File: src/design/iirdf1_pkg.sv
// Shared types and constants for the direct form I IIR filter.
// No dependencies; imported by every module of the block.
package iirdf1_pkg;

   // default tap counts and the size of each coefficient bank
   localparam int NUM_TAPS_DEF = 3;
   localparam int DEN_TAPS_DEF = 3;
   localparam int NUM_COEF     = 3;

   localparam int SAMPLE_W   = 16;
   localparam int COEF_W     = 32;
   localparam int OUT_W      = 32;
   localparam int STAT_W     = 2;
   localparam int PROD_W     = 64;
   localparam int ACC_W      = 66;
   localparam int MAG_W      = 64;
   localparam int QUO_W      = 33;
   localparam int CNT_W      = 6;
   localparam int CSR_ADDR_W = 3;
   localparam int REQ_DATA_W = 16;
   localparam int RSP_DATA_W = 40;

   // register indexes
   localparam logic [CSR_ADDR_W-1:0] REG_B0 = 3'd0;
   localparam logic [CSR_ADDR_W-1:0] REG_B1 = 3'd1;
   localparam logic [CSR_ADDR_W-1:0] REG_B2 = 3'd2;
   localparam logic [CSR_ADDR_W-1:0] REG_A0 = 3'd3;
   localparam logic [CSR_ADDR_W-1:0] REG_A1 = 3'd4;
   localparam logic [CSR_ADDR_W-1:0] REG_A2 = 3'd5;

   // status codes
   localparam logic [STAT_W-1:0] ST_OK      = 2'd0;
   localparam logic [STAT_W-1:0] ST_SAT     = 2'd1;
   localparam logic [STAT_W-1:0] ST_DIVZERO = 2'd2;

   localparam logic signed [COEF_W-1:0] COEF_ONE = 32'sd268435456;
   localparam logic [OUT_W-1:0] OUT_MAX = 32'h7FFF_FFFF;
   localparam logic [OUT_W-1:0] OUT_MIN = 32'h8000_0000;
   localparam logic [QUO_W-1:0] NEG_LIMIT = 33'h0_8000_0000;
   localparam logic [CNT_W-1:0] DIV_STEPS = 6'd33;

   typedef struct packed {
      logic clear;
      logic mul_en;
      logic acc_en;
      logic neg;
      logic shift8;
   } mac_ctl_type;

   typedef struct packed {
      logic [STAT_W-1:0] status;
      logic [OUT_W-1:0]  value;
   } div_res_type;

endpackage

File: src/design/iirdf1_mac.sv
// Shared 32x32 multiplier with registered product and 66-bit accumulator.
// Depends on iirdf1_pkg.
module iirdf1_mac (
   input  logic                                      clock,
   input  iirdf1_pkg::mac_ctl_type                   ctl,
   input  logic signed [iirdf1_pkg::COEF_W-1:0]      op_a,
   input  logic signed [iirdf1_pkg::COEF_W-1:0]      op_b,
   output logic signed [iirdf1_pkg::ACC_W-1:0]       acc
);
   import iirdf1_pkg::*;

   logic signed [PROD_W-1:0] prod_ff, prod_in;
   logic                     neg_ff, neg_in;
   logic                     shift_ff, shift_in;
   logic signed [ACC_W-1:0]  acc_ff, acc_in;
   logic signed [ACC_W-1:0]  term_ext, term;

   always_comb begin
      prod_in  = prod_ff;
      neg_in   = neg_ff;
      shift_in = shift_ff;
      if (ctl.mul_en) begin
         prod_in  = PROD_W'(op_a) * PROD_W'(op_b);
         neg_in   = ctl.neg;
         shift_in = ctl.shift8;
      end
      term_ext = {{(ACC_W-PROD_W){prod_ff[PROD_W-1]}}, prod_ff};
      // numerator products go from Q.28 to Q.36
      term     = shift_ff ? (term_ext <<< 8) : term_ext;
      acc_in   = acc_ff;
      if (ctl.clear) begin
         acc_in = '0;
      end else if (ctl.acc_en) begin
         acc_in = neg_ff ? (acc_ff - term) : (acc_ff + term);
      end
   end

   always_ff @(posedge clock) begin
      prod_ff  <= prod_in;
      neg_ff   <= neg_in;
      shift_ff <= shift_in;
      acc_ff   <= acc_in;
   end

   assign acc = acc_ff;

endmodule

File: src/design/iirdf1_div.sv
// Radix-2 restoring divider with overflow shortcut, sign handling and
// 32-bit saturation. Depends on iirdf1_pkg.
module iirdf1_div (
   input  logic                                  clock,
   input  logic                                  reset,
   input  logic                                  start,
   input  logic                                  ack,
   input  logic signed [iirdf1_pkg::ACC_W-1:0]   num,
   input  logic signed [iirdf1_pkg::COEF_W-1:0]  den,
   output logic                                  valid,
   output iirdf1_pkg::div_res_type               res
);
   import iirdf1_pkg::*;

   typedef enum logic [4:0] {
      D_IDLE = 5'b00001,
      D_CHK  = 5'b00010,
      D_RUN  = 5'b00100,
      D_FIN  = 5'b01000,
      D_HOLD = 5'b10000
   } dstate_type;

   dstate_type        state_ff, state_in;
   logic              neg_ff, neg_in;
   logic              zero_ff, zero_in;
   logic [MAG_W-1:0]  mag_ff, mag_in;
   logic [COEF_W-1:0] dmag_ff, dmag_in;
   logic [COEF_W-1:0] rem_ff, rem_in;
   logic [QUO_W-1:0]  quo_ff, quo_in;
   logic [CNT_W-1:0]  cnt_ff, cnt_in;
   div_res_type       res_ff, res_in;

   logic signed [ACC_W-1:0] num_abs;
   logic [COEF_W:0]         den_abs;
   logic [COEF_W:0]         trial, diff;
   logic                    ge;

   always_comb begin
      num_abs = num[ACC_W-1] ? -num : num;
      den_abs = den[COEF_W-1] ? -{den[COEF_W-1], den} : {den[COEF_W-1], den};
      trial   = {rem_ff, quo_ff[QUO_W-1]};
      diff    = trial - {1'b0, dmag_ff};
      ge      = trial >= {1'b0, dmag_ff};

      state_in = state_ff;
      neg_in   = neg_ff;
      zero_in  = zero_ff;
      mag_in   = mag_ff;
      dmag_in  = dmag_ff;
      rem_in   = rem_ff;
      quo_in   = quo_ff;
      cnt_in   = cnt_ff;
      res_in   = res_ff;

      case (state_ff)
         D_IDLE: begin
            if (start) begin
               neg_in   = num[ACC_W-1] ^ den[COEF_W-1];
               zero_in  = (den == '0);
               mag_in   = num_abs[MAG_W-1:0];
               dmag_in  = den_abs[COEF_W-1:0];
               state_in = D_CHK;
            end
         end
         D_CHK: begin
            if (zero_ff) begin
               res_in   = '{status: ST_DIVZERO, value: '0};
               state_in = D_HOLD;
            end else if ({1'b0, mag_ff[MAG_W-1:QUO_W]} >= dmag_ff) begin
               // quotient is at least 2^33: saturate without iterating
               res_in   = '{status: ST_SAT, value: (neg_ff ? OUT_MIN : OUT_MAX)};
               state_in = D_HOLD;
            end else begin
               rem_in   = {1'b0, mag_ff[MAG_W-1:QUO_W]};
               quo_in   = mag_ff[QUO_W-1:0];
               cnt_in   = DIV_STEPS;
               state_in = D_RUN;
            end
         end
         D_RUN: begin
            rem_in = ge ? diff[COEF_W-1:0] : trial[COEF_W-1:0];
            quo_in = {quo_ff[QUO_W-2:0], ge};
            cnt_in = cnt_ff - 1'b1;
            if (cnt_ff == 6'd1) begin
               state_in = D_FIN;
            end
         end
         D_FIN: begin
            if (neg_ff) begin
               if (quo_ff > NEG_LIMIT) begin
                  res_in = '{status: ST_SAT, value: OUT_MIN};
               end else begin
                  res_in = '{status: ST_OK, value: -quo_ff[OUT_W-1:0]};
               end
            end else begin
               if (quo_ff[QUO_W-1] | quo_ff[QUO_W-2]) begin
                  res_in = '{status: ST_SAT, value: OUT_MAX};
               end else begin
                  res_in = '{status: ST_OK, value: quo_ff[OUT_W-1:0]};
               end
            end
            state_in = D_HOLD;
         end
         D_HOLD: begin
            if (ack) begin
               state_in = D_IDLE;
            end
         end
         default: begin
            state_in = D_IDLE;
         end
      endcase
   end

   always_ff @(posedge clock) begin
      if (reset) begin
         state_ff <= D_IDLE;
      end else begin
         state_ff <= state_in;
      end
      neg_ff  <= neg_in;
      zero_ff <= zero_in;
      mag_ff  <= mag_in;
      dmag_ff <= dmag_in;
      rem_ff  <= rem_in;
      quo_ff  <= quo_in;
      cnt_ff  <= cnt_in;
      res_ff  <= res_in;
   end

   assign valid = (state_ff == D_HOLD);
   assign res   = res_ff;

endmodule

File: src/design/iir_direct_form_one_filter.sv
// Direct form I IIR filter top level: sequencer, coefficient and history
// registers, output register. Depends on iirdf1_pkg, iirdf1_mac, iirdf1_div.
//
// Usage:
//   req_*  : one beat carries one signed 16-bit integer sample.
//   rsp_*  : one beat per sample: 32-bit Q.8 result plus 2-bit status
//            (ok, saturated, divisor zero).
//   csr_*  : write-only coefficient port, taken on any edge with csr_wen;
//            write only while the filter is idle. Indexes above 5 are ignored.
// Sequence:
//   One shared multiplier takes a multiply and an accumulate step per tap,
//   then a radix-2 divider runs 33 steps; the defaults give three numerator
//   and two feedback taps. A quotient of 2^33 or more, or a zero divisor,
//   skips the divide steps. req_tready is high only while the sequencer is
//   idle.
// Reset clears the sample and output history, loads b0 = a0 = 1.0 and the
// other coefficients with 0, and empties the output register.
// A stalled receiver: the result sits in the output register while the
// next sample is accepted and computed; that sample's result waits in the
// divider until the register frees up.
module iir_direct_form_one_filter #(
   parameter int NUM_TAPS = iirdf1_pkg::NUM_TAPS_DEF,
   parameter int DEN_TAPS = iirdf1_pkg::DEN_TAPS_DEF
) (
   input  logic                                   clock,
   input  logic                                   reset,
   input  logic                                   req_tvalid,
   output logic                                   req_tready,
   input  logic [iirdf1_pkg::REQ_DATA_W-1:0]      req_tdata,   // [15:0] sample
   output logic                                   rsp_tvalid,
   input  logic                                   rsp_tready,
   output logic [iirdf1_pkg::RSP_DATA_W-1:0]      rsp_tdata,   // [31:0] filtered_out,
                                                               // [33:32] status, pad
   input  logic                                   csr_wen,
   input  logic [iirdf1_pkg::CSR_ADDR_W-1:0]      csr_addr,
   input  logic [iirdf1_pkg::COEF_W-1:0]          csr_wdata
);
   import iirdf1_pkg::*;

   // taps actually used: limited by the coefficient banks
   localparam int NT     = (NUM_TAPS > NUM_COEF) ? NUM_COEF : NUM_TAPS;
   localparam int DT     = (DEN_TAPS - 1 > NUM_COEF - 1) ? NUM_COEF - 1 : DEN_TAPS - 1;
   localparam int TOTAL  = NT + DT;
   localparam int TAP_W  = (TOTAL > 1) ? $clog2(TOTAL) : 1;
   localparam logic [TAP_W-1:0] LAST_TAP = TAP_W'(TOTAL - 1);

   typedef enum logic [4:0] {
      S_IDLE  = 5'b00001,
      S_MUL   = 5'b00010,
      S_ACC   = 5'b00100,
      S_START = 5'b01000,
      S_DIV   = 5'b10000
   } state_type;

   state_type                  state_ff, state_in;
   logic [TAP_W-1:0]           tap_ff, tap_in;
   logic signed [SAMPLE_W-1:0] x_cur_ff, x_cur_in;
   logic signed [SAMPLE_W-1:0] xh_ff [2];
   logic signed [SAMPLE_W-1:0] xh_in [2];
   logic signed [OUT_W-1:0]    yh_ff [2];
   logic signed [OUT_W-1:0]    yh_in [2];
   logic signed [COEF_W-1:0]   coef_b_ff [NUM_COEF];
   logic signed [COEF_W-1:0]   coef_b_in [NUM_COEF];
   logic signed [COEF_W-1:0]   coef_a_ff [NUM_COEF];
   logic signed [COEF_W-1:0]   coef_a_in [NUM_COEF];
   logic                       rsp_valid_ff, rsp_valid_in;
   logic [RSP_DATA_W-1:0]      rsp_data_ff, rsp_data_in;

   logic                       accept, rsp_free, load;
   logic [2:0]                 tap3, den_off;
   logic [1:0]                 num_idx;
   logic                       is_fb;
   logic signed [SAMPLE_W-1:0] x_sel;
   logic signed [COEF_W-1:0]   b_sel, a_sel, y_sel;
   logic signed [COEF_W-1:0]   op_a, op_b;
   mac_ctl_type                mac_ctl;
   logic signed [ACC_W-1:0]    acc;
   logic                       div_valid;
   div_res_type                div_res;

   assign req_tready = (state_ff == S_IDLE);
   assign accept     = req_tvalid & req_tready;
   assign rsp_free   = ~rsp_valid_ff | rsp_tready;
   assign load       = (state_ff == S_DIV) & div_valid & rsp_free;

   // operand select for the current tap: numerator taps first, then feedback
   always_comb begin
      tap3    = 3'(tap_ff);
      is_fb   = (tap3 >= 3'(NT));
      den_off = tap3 - 3'(NT);
      num_idx = tap3[1:0];
      case (num_idx)
         2'd0: begin
            x_sel = x_cur_ff;
            b_sel = coef_b_ff[0];
         end
         2'd1: begin
            x_sel = xh_ff[0];
            b_sel = coef_b_ff[1];
         end
         default: begin
            x_sel = xh_ff[1];
            b_sel = coef_b_ff[2];
         end
      endcase
      y_sel = yh_ff[den_off[0]];
      a_sel = den_off[0] ? coef_a_ff[2] : coef_a_ff[1];
      op_a  = is_fb ? y_sel : {{(COEF_W-SAMPLE_W){x_sel[SAMPLE_W-1]}}, x_sel};
      op_b  = is_fb ? a_sel : b_sel;

      mac_ctl.clear  = accept;
      mac_ctl.mul_en = (state_ff == S_MUL);
      mac_ctl.acc_en = (state_ff == S_ACC);
      mac_ctl.neg    = is_fb;
      mac_ctl.shift8 = ~is_fb;
   end

   // sequencer, history, coefficients, output register
   always_comb begin
      state_in     = state_ff;
      tap_in       = tap_ff;
      x_cur_in     = x_cur_ff;
      xh_in        = xh_ff;
      yh_in        = yh_ff;
      coef_b_in    = coef_b_ff;
      coef_a_in    = coef_a_ff;
      rsp_valid_in = rsp_valid_ff;
      rsp_data_in  = rsp_data_ff;

      if (rsp_valid_ff & rsp_tready) begin
         rsp_valid_in = 1'b0;
      end

      case (state_ff)
         S_IDLE: begin
            if (accept) begin
               x_cur_in = req_tdata[SAMPLE_W-1:0];
               tap_in   = '0;
               state_in = S_MUL;
            end
         end
         S_MUL: begin
            state_in = S_ACC;
         end
         S_ACC: begin
            if (tap_ff == LAST_TAP) begin
               state_in = S_START;
            end else begin
               tap_in   = tap_ff + 1'b1;
               state_in = S_MUL;
            end
         end
         S_START: begin
            state_in = S_DIV;
         end
         S_DIV: begin
            if (load) begin
               xh_in[1]     = xh_ff[0];
               xh_in[0]     = x_cur_ff;
               yh_in[1]     = yh_ff[0];
               yh_in[0]     = div_res.value;
               rsp_valid_in = 1'b1;
               rsp_data_in  = {{(RSP_DATA_W-OUT_W-STAT_W){1'b0}},
                               div_res.status, div_res.value};
               state_in     = S_IDLE;
            end
         end
         default: begin
            state_in = S_IDLE;
         end
      endcase

      if (csr_wen) begin
         case (csr_addr)
            REG_B0:  coef_b_in[0] = csr_wdata;
            REG_B1:  coef_b_in[1] = csr_wdata;
            REG_B2:  coef_b_in[2] = csr_wdata;
            REG_A0:  coef_a_in[0] = csr_wdata;
            REG_A1:  coef_a_in[1] = csr_wdata;
            REG_A2:  coef_a_in[2] = csr_wdata;
            default: ;
         endcase
      end
   end

   always_ff @(posedge clock) begin
      if (reset) begin
         state_ff     <= S_IDLE;
         xh_ff        <= '{default: '0};
         yh_ff        <= '{default: '0};
         coef_b_ff    <= '{COEF_ONE, '0, '0};
         coef_a_ff    <= '{COEF_ONE, '0, '0};
         rsp_valid_ff <= 1'b0;
      end else begin
         state_ff     <= state_in;
         xh_ff        <= xh_in;
         yh_ff        <= yh_in;
         coef_b_ff    <= coef_b_in;
         coef_a_ff    <= coef_a_in;
         rsp_valid_ff <= rsp_valid_in;
      end
      tap_ff      <= tap_in;
      x_cur_ff    <= x_cur_in;
      rsp_data_ff <= rsp_data_in;
   end

   iirdf1_mac u_mac (
      .clock (clock),
      .ctl   (mac_ctl),
      .op_a  (op_a),
      .op_b  (op_b),
      .acc   (acc)
   );

   iirdf1_div u_div (
      .clock (clock),
      .reset (reset),
      .start (state_ff == S_START),
      .ack   (load),
      .num   (acc),
      .den   (coef_a_ff[0]),
      .valid (div_valid),
      .res   (div_res)
   );

   assign rsp_tvalid = rsp_valid_ff;
   assign rsp_tdata  = rsp_data_ff;

   // a saturated beat carries one of the two bounds
   a_sat_bound: assert property (@(posedge clock) disable iff (reset)
      (rsp_tvalid && rsp_tdata[OUT_W+STAT_W-1:OUT_W] == ST_SAT) |->
      (rsp_tdata[OUT_W-1:0] == OUT_MAX || rsp_tdata[OUT_W-1:0] == OUT_MIN))
      else $error("saturated beat without a bound value");

   // zero divisor gives a zero result
   a_divzero_value: assert property (@(posedge clock) disable iff (reset)
      (rsp_tvalid && rsp_tdata[OUT_W+STAT_W-1:OUT_W] == ST_DIVZERO) |->
      (rsp_tdata[OUT_W-1:0] == '0))
      else $error("zero-divisor beat with nonzero value");

   a_status_code: assert property (@(posedge clock) disable iff (reset)
      rsp_tvalid |-> (rsp_tdata[OUT_W+STAT_W-1:OUT_W] == ST_OK ||
                      rsp_tdata[OUT_W+STAT_W-1:OUT_W] == ST_SAT ||
                      rsp_tdata[OUT_W+STAT_W-1:OUT_W] == ST_DIVZERO))
      else $error("undefined status code");

   // an accepted sample keeps the input side closed while it is worked on
   a_busy_after_accept: assert property (@(posedge clock) disable iff (reset)
      accept |=> !req_tready)
      else $error("input reopened right after accept");

   // a result is handed over only into a free output register
   a_load_free: assert property (@(posedge clock) disable iff (reset)
      load |=> rsp_tvalid)
      else $error("result loaded but output register not valid");

endmodule

File: config.mk
export PLATFORM = sky130hd
export DESIGN_NAME = iir_direct_form_one_filter
export DESIGN_NICKNAME = d
export VERILOG_FILES = /design/src/design/iirdf1_pkg.sv /design/src/design/iirdf1_mac.sv /design/src/design/iirdf1_div.sv /design/src/design/iir_direct_form_one_filter.sv
export SDC_FILE = /design/constraint.sdc
export NUM_CORES = 2
export LEC_CHECK = 0
export ABC_AREA = 1
export ABC_CLOCK_PERIOD_IN_PS = 16200
export BUFFER_PORTS_ARGS = -buffer_cell sky130_fd_sc_hd__buf_2
export CORE_MARGIN = 2
export CORE_UTILIZATION = 35
export CTS_BUF_LIST = sky130_fd_sc_hd__clkbuf_8
export DETAILED_ROUTE_END_ITERATION = 10
export PLACE_DENSITY = 0.46
export SLEW_MARGIN = 0
export SYNTH_ARGS = -nofsm -noshare
export SYNTH_HDL_FRONTEND = slang
export SYNTH_HIERARCHICAL = 1
export SYNTH_SLANG_ARGS = --single-unit
File: constraint.sdc
create_clock -name clock -period 16.2 [get_ports clock]
set_input_delay 1.62 -clock clock [delete_from_list [all_inputs] [get_ports clock]]
set_output_delay 1.62 -clock clock [all_outputs]
set_load 0.01 [all_outputs]
Word level (Yosys, flattened, before mapping)
Cells that the tools add are included.
{ "totals": {"register_bits": 687, "wordCells": 146, "in_bits": 56, "output_inout_bits": 42} }
{ "classes": {"magnitude_cmp": 5, "mul": 1, "n_reduce_logical": 20, "n_mux": 44, "eq_ne": 27, "addsub": 9, "bitwise_logic": 10} }
{ "ops": {"columns": ["cell", "count"], "rows": [
  ["32-bit two-way mux", 10],
  ["33-bit two-way mux", 4],
  ["66-bit two-way mux", 2],
  ["32-bit one-hot mux with 2 select lines", 2],
  ["34-bit two-way mux", 3],
  ["34-bit one-hot mux with 2 select lines", 1],
  ["66-bit adder", 1],
  ["33-bit one-hot mux with 2 select lines", 1],
  ["66-bit subtractor", 1],
  ["32-bit by 32-bit multiplier with 64-bit output", 1],
  ["64-bit two-way mux", 1],
  ["32-bit negation", 2],
  ["64-bit negation", 1],
  ["5-bit one-hot mux with 5 select lines", 2],
  ["33-bit by 32-bit greater-or-equal comparator with 1-bit output", 1],
  ["33-bit by 32-bit > comparator with 1-bit output, second input constant", 1],
  ["31-bit by 32-bit greater-or-equal comparator with 1-bit output", 1],
  ["32-bit zero test", 1],
  ["16-bit one-hot mux with 2 select lines", 1],
  ["32-bit subtractor", 1],
  ["31-bit two-way mux", 1],
  ["5-bit two-way mux", 6],
  ["2-bit AND reduction", 11],
  ["6-bit two-way mux", 2],
  ["other kinds (32)", 58]
]} }

Logic depth before layout (Yosys ltp)
{ "logic_depth": {"depth_word": 7, "mapped_depth": 43, "ltp_nobuf": 37} }

Hierarchy
Netlist, hierarchy kept.
{ "modules_own_cells": {"columns": ["mod", "cells_per_inst", "area_per_inst_um2", "n_inst", "seq_area_each_um2"], "rows": [
  ["iirdf1_mac", 6878, 50604.8, 1, 3303.2],
  ["iirdf1_div", 2166, 15698.8, 1, 6195.9],
  ["iir_direct_form_one_filter", 2052, 14818.0, 1, 7477.2]
]} }

Worst setup path after synthesis
No wires, ideal clock.
{ "synth_path": {"path_kind": "register -> register", "from": "register tap_ff[0] (netlist: tap3[0])", "to": "register u_mac.prod_ff[55] (data pin)", "setup_ns": 0.253, "t_arrival_ns": 8.717, "path_buffers": 5, "required_ns": 15.947, "synth_period_minus_slack_ns": 8.970, "slack_ns": 7.230, "stages_incl_launch_ff": 39, "cell_sequence": "edfxtp_1 -> buf_2 -> inv_1 -> clkbuf_1 -> ha_1 -> clkbuf_1 -> clkbuf_1 -> nand2_1 -> nand3_1 -> nor2_1 -> a31oi_1 -> clkbuf_1 -> nand2_1 -> inv_1 -> fa_1 -> inv_1 -> fa_1 -> inv_1 -> [3 not listed] -> fa_1 -> inv_1 -> fa_1 -> inv_1 -> fa_1 -> fa_1 -> inv_1 -> ha_1 -> nand2_1 -> nor2_1 -> inv_1 -> nor2_1 -> inv_1 -> nor2_1 -> inv_1 -> or2_2 -> nand4_1 -> nand2_1"} }
{ "synth_via": {"word_cells_on_any_way": 14, "classes_between": "1 x add/sub; 1 x mul; 1 x order compare; 1 x eq/ne; 8 x mux; 1 x bitwise; 1 x reduce/logical"} }
{ "synth_lines": {"columns": ["item", "line_no", "rtl"], "rows": [
  ["from (decl)", "iir_direct_form_one_filter.sv:56", "logic [TAP_W-1:0] tap_ff, tap_in;"],
  ["from (signal assigned)", "iir_direct_form_one_filter.sv:202", "tap_ff <= tap_in;"],
  ["1-bit subtractor", "iir_direct_form_one_filter.sv:90", "den_off = tap3 - 3'(NT);"],
  ["named net den_off[0]", "iir_direct_form_one_filter.sv:70", "logic [2:0] tap3, den_off;"],
  ["32-bit two-way mux", "iir_direct_form_one_filter.sv:107", "a_sel = den_off[0] ? coef_a_ff[2] : coef_a_ff[1];"],
  ["32-bit two-way mux", "iir_direct_form_one_filter.sv:109", "op_b = is_fb ? a_sel : b_sel;"],
  ["named net op_b[7]", "iir_direct_form_one_filter.sv:75", "logic signed [COEF_W-1:0] op_a, op_b;"],
  ["32-bit by 32-bit multiplier with 64-bit output", "iirdf1_mac.sv:23", "prod_in = PROD_W'(op_a) * PROD_W'(op_b);"],
  ["to (signal assigned)", "iirdf1_mac.sv:39", "prod_ff <= prod_in;"],
  ["to (decl)", "iirdf1_mac.sv:12", "logic signed [PROD_W-1:0] prod_ff, prod_in;"]
]} }
The timed path passes the listed nets, and every way through them passes these cells. The select of a mux whose other input is x is not followed.
A chain may end at the register's enable or synchronous reset.

Worst setup path after layout
{ "layout_path": {"from": "register tap_ff[0] (netlist: tap3[0])", "to": "register u_mac.prod_ff[56] (data pin)"} }
{ "layout_via": {"word_cells_on_any_way": 14, "classes_between": "1 x add/sub; 1 x mul; 1 x order compare; 1 x eq/ne; 8 x mux; 1 x bitwise; 1 x reduce/logical"} }
{ "layout_lines": {"columns": ["item", "line_no", "rtl"], "rows": [
  ["2-bit by 1-bit == test with 1-bit output (tied with other cells)", "iir_direct_form_one_filter.sv:92", "case (num_idx)"],
  ["32-bit one-hot mux with 2 select lines / 32-bit two-way mux (equally long branches)", "iir_direct_form_one_filter.sv:92, iir_direct_form_one_filter.sv:107", null],
  ["32-bit two-way mux *", "iir_direct_form_one_filter.sv:109", null],
  ["named net op_b[2]", "iir_direct_form_one_filter.sv:75", null],
  ["32-bit by 32-bit multiplier with 64-bit output *", "iirdf1_mac.sv:23", null]
]} }
The timed path passes the listed nets; every way through them passes the cells marked *. The select of a mux whose other input is x is not followed.

==> results.ini <==
[critical_path]
critPathMaxFanout=47
crit_path_frequent_cell=fa_1
worstPathRequired_ns=16.78
cp-start-kind=flop
critical_path_class=reg -> reg
cp_slowest_stage_delay_ns=1.01
r2r_cells=32
arrival_ns=11.51
endpoint_kind=flop
crit_slowest_cell=fa_1

[cts]
cts_tree=built
hold_buffers=0
cts_resized=0
cts_buffers=120
clkTransAtPathRegs_ns=0.06
cts_sinks=687
cts_setup_buffers=0
clk_latency_ns=0.91
htreeDepth=3
cts_root_buf=clkbuf_8
clockBufferDepth=3

[drt]
wl_per_cell_um=21.07
dr.pass1.iters=5
post_drt_via_cell_ratio=4.930
drtIter0Drc=5181
postRouteAntennaNets=0
vias=69580
routed_wl_um=297300
route.detailed.drc=0

[synth]
synth-seq-area-share=0.2093
yosysWarnings=6
netlist.area_leader.share=0.2675
ys_ff_latch=687
synth_edf_count=322
synthCells=11100
yosys.area.top_type=fa_1
syn-cell-area_um2=81120
syn_avg_cell_area_um2=7.311
ys.flop_type=dfxtp_1
async_flop_share=0
synth_cell_type_count=57
synth_top_cells_by_area=fa_1 (27%), nand2_1 (13%), edfxtp_1 (12%), inv_1 (11%), dfxtp_1 (9.0%)

[sta]
worst_slew_pin_slew_ns=1.150
fin_crit_ns=10.93
rsz0062_at_grt=false
holdWs_ns=0.4212
slew_violations=0
tns_ns=0
hold_viol=0
worst_clock_skew_ns=0.06296
fin_ws_ns=5.269
post-route-period-util=0.6748
final-setup-viol-count=0
slew_headroom=0.2331
max_freq_ghz=0.09148

[placed_design]
place_area_um2=84920
place_ws_ns=5.152
io_buffers=91
gp_congestion=0.9534
hpwlAfterDp_um=232000

[die]
boundaryPins=98
start_util=0.3525
rows=176
fp.dieW_um=485.4
dieHeight_um=485.4
dieArea_um2=235600
coreArea_um2=230100

[global_route]
grt_pass1_vias=72310
grt_max_degree=111
grt_use_total=0.2522
grt_pass1_wl_um=453700
antenna_found_initial=15
grt_overflow=0

[layout]
fin_nets=12440
layout_commonest_cell=nand2_1
drive_gt1_frac=0.04819
fillers=24510
final_cell_mix=nand2_1 (2899), inv_1 (2389), nor2_1 (1377), fa_1 (1084), o21ai_0 (479)
stdcell_area_um2=87570
syn2layout_area_growth_pct=7.951

[hold_path]
worstHoldPathCells=0
hp-class=reg -> reg

[flow_run]
maxCapViolCount=0

[status]
run_status=completed

sequential cells by signal, indices dropped and copies added, names as in the netlist:
name,cells
u_div/cnt_ff,6
u_mac/prod_ff,64
u_mac/acc,66
u_div/res,34
rsp_tdata,34
coef_a_ff,96
u_div/quo_ff,33
yh_ff,64
x_cur_ff,16
u_div/rem_ff,32
u_div/neg_ff,1
coef_b_ff,96
u_mac/neg_ff,1
tap3,3
xh_ff,32
u_div/dmag_ff,32
u_mac/shift_ff,1
u_div/mag_ff,64
u_div/zero_ff,1
u_div/state_ff,5
state_ff,5
rsp_tvalid,1
final timing paths:
path	slack, ns	end	from
setup reg to reg	5.27	u_mac/prod_ff[56]$_DFFE_PP_	tap3[0]$_SDFFCE_PN0P_
setup / recovery	5.27	u_mac/prod_ff[56]$_DFFE_PP_	tap3[0]$_SDFFCE_PN0P_
hold reg to reg	0.42	rsp_tdata[33]$_DFFE_PP_	u_div/res[33]$_SDFFCE_PP0P_
hold / removal	0.42	rsp_tdata[33]$_DFFE_PP_	u_div/res[33]$_SDFFCE_PP0P_
per-stage QoR:
stage	util	std cells
after detailed placement	0.3690	13880
after global placement	0.3690	13880
after CTS	0.3805	14110
after global routing	0.3805	14110
final	0.3805	14110
after floorplan	-	11100
worst max-delay path, delay by kind of cell (launching register included):
| kind | cells | cell delay, ns |
|---|---|---|
| adder cells (fa/ha/maj) | 10 | 5.47 |
| buffers and inverters | 10 | 2.48 |
| AND/OR/NAND/NOR | 9 | 1.37 |
| AO/OA/AOI/OAI | 2 | 0.59 |
| flip-flops | 1 | 0.45 |
| XOR/XNOR | 1 | 0.17 |
metal layers:
layer / up-vias / part of all wire / global-route usage
met5: - / 0.000044 / 0
met4: 2 / 0.027 / 0.06721
met3: 358 / 0.043 / 0.02317
met2: 1638 / 0.47 / 0.4257
met1: 34560 / 0.46 / 0.3453
li1: 33020 / - / -
cells in the mapped netlist, types with 17 or more instances:
library cell / n
a21oi_1: 221
a31oi_1: 49
buf_1: 24
buf_2: 39
clkbuf_1: 356
dfxtp_1: 365
edfxtp_1: 322
fa_1: 1084
ha_1: 322
inv_1: 2365
nand2_1: 2900
nand3_1: 333
nand4_1: 164
nor2_1: 1388
nor2_2: 23
nor3_1: 72
nor4_1: 22
o211ai_1: 45
o21ai_0: 479
o21ai_1: 17
o21bai_1: 22
xnor2_1: 58
xor2_1: 229
layout make-up:
| type | count | area (um2) | share of cell area |
|---|---|---|---|
| clock buffer | 139 | 1913 | 0.02185 |
| tap | 3026 | 3786 | 0.04323 |
| antenna | 6 | 15.01 | 0.0001715 |
| multi-input combinational | 7587 | 53910 | 0.6156 |
| timing repair buffer | 203 | 1296 | 0.01480 |
| sequential | 687 | 16980 | 0.1939 |
| clock inverter | 86 | 724.4 | 0.008273 |
| inverter | 2380 | 8946 | 0.1022 |
logic make-up after synthesis:
kind of cell,after synthesis,synth area share
buffers and inverters,2827,0.1336
flip-flops,687,0.2093
adder cells (fa/ha/maj),1406,0.3172
other,1,0.00004623
AND/OR/NAND/NOR,4988,0.2480
XOR/XNOR,287,0.03099
AO/OA/AOI/OAI,900,0.06089
Power is not shown: default switching activity piles up to over one toggle a cycle in this logic, so the estimate is an artifact.
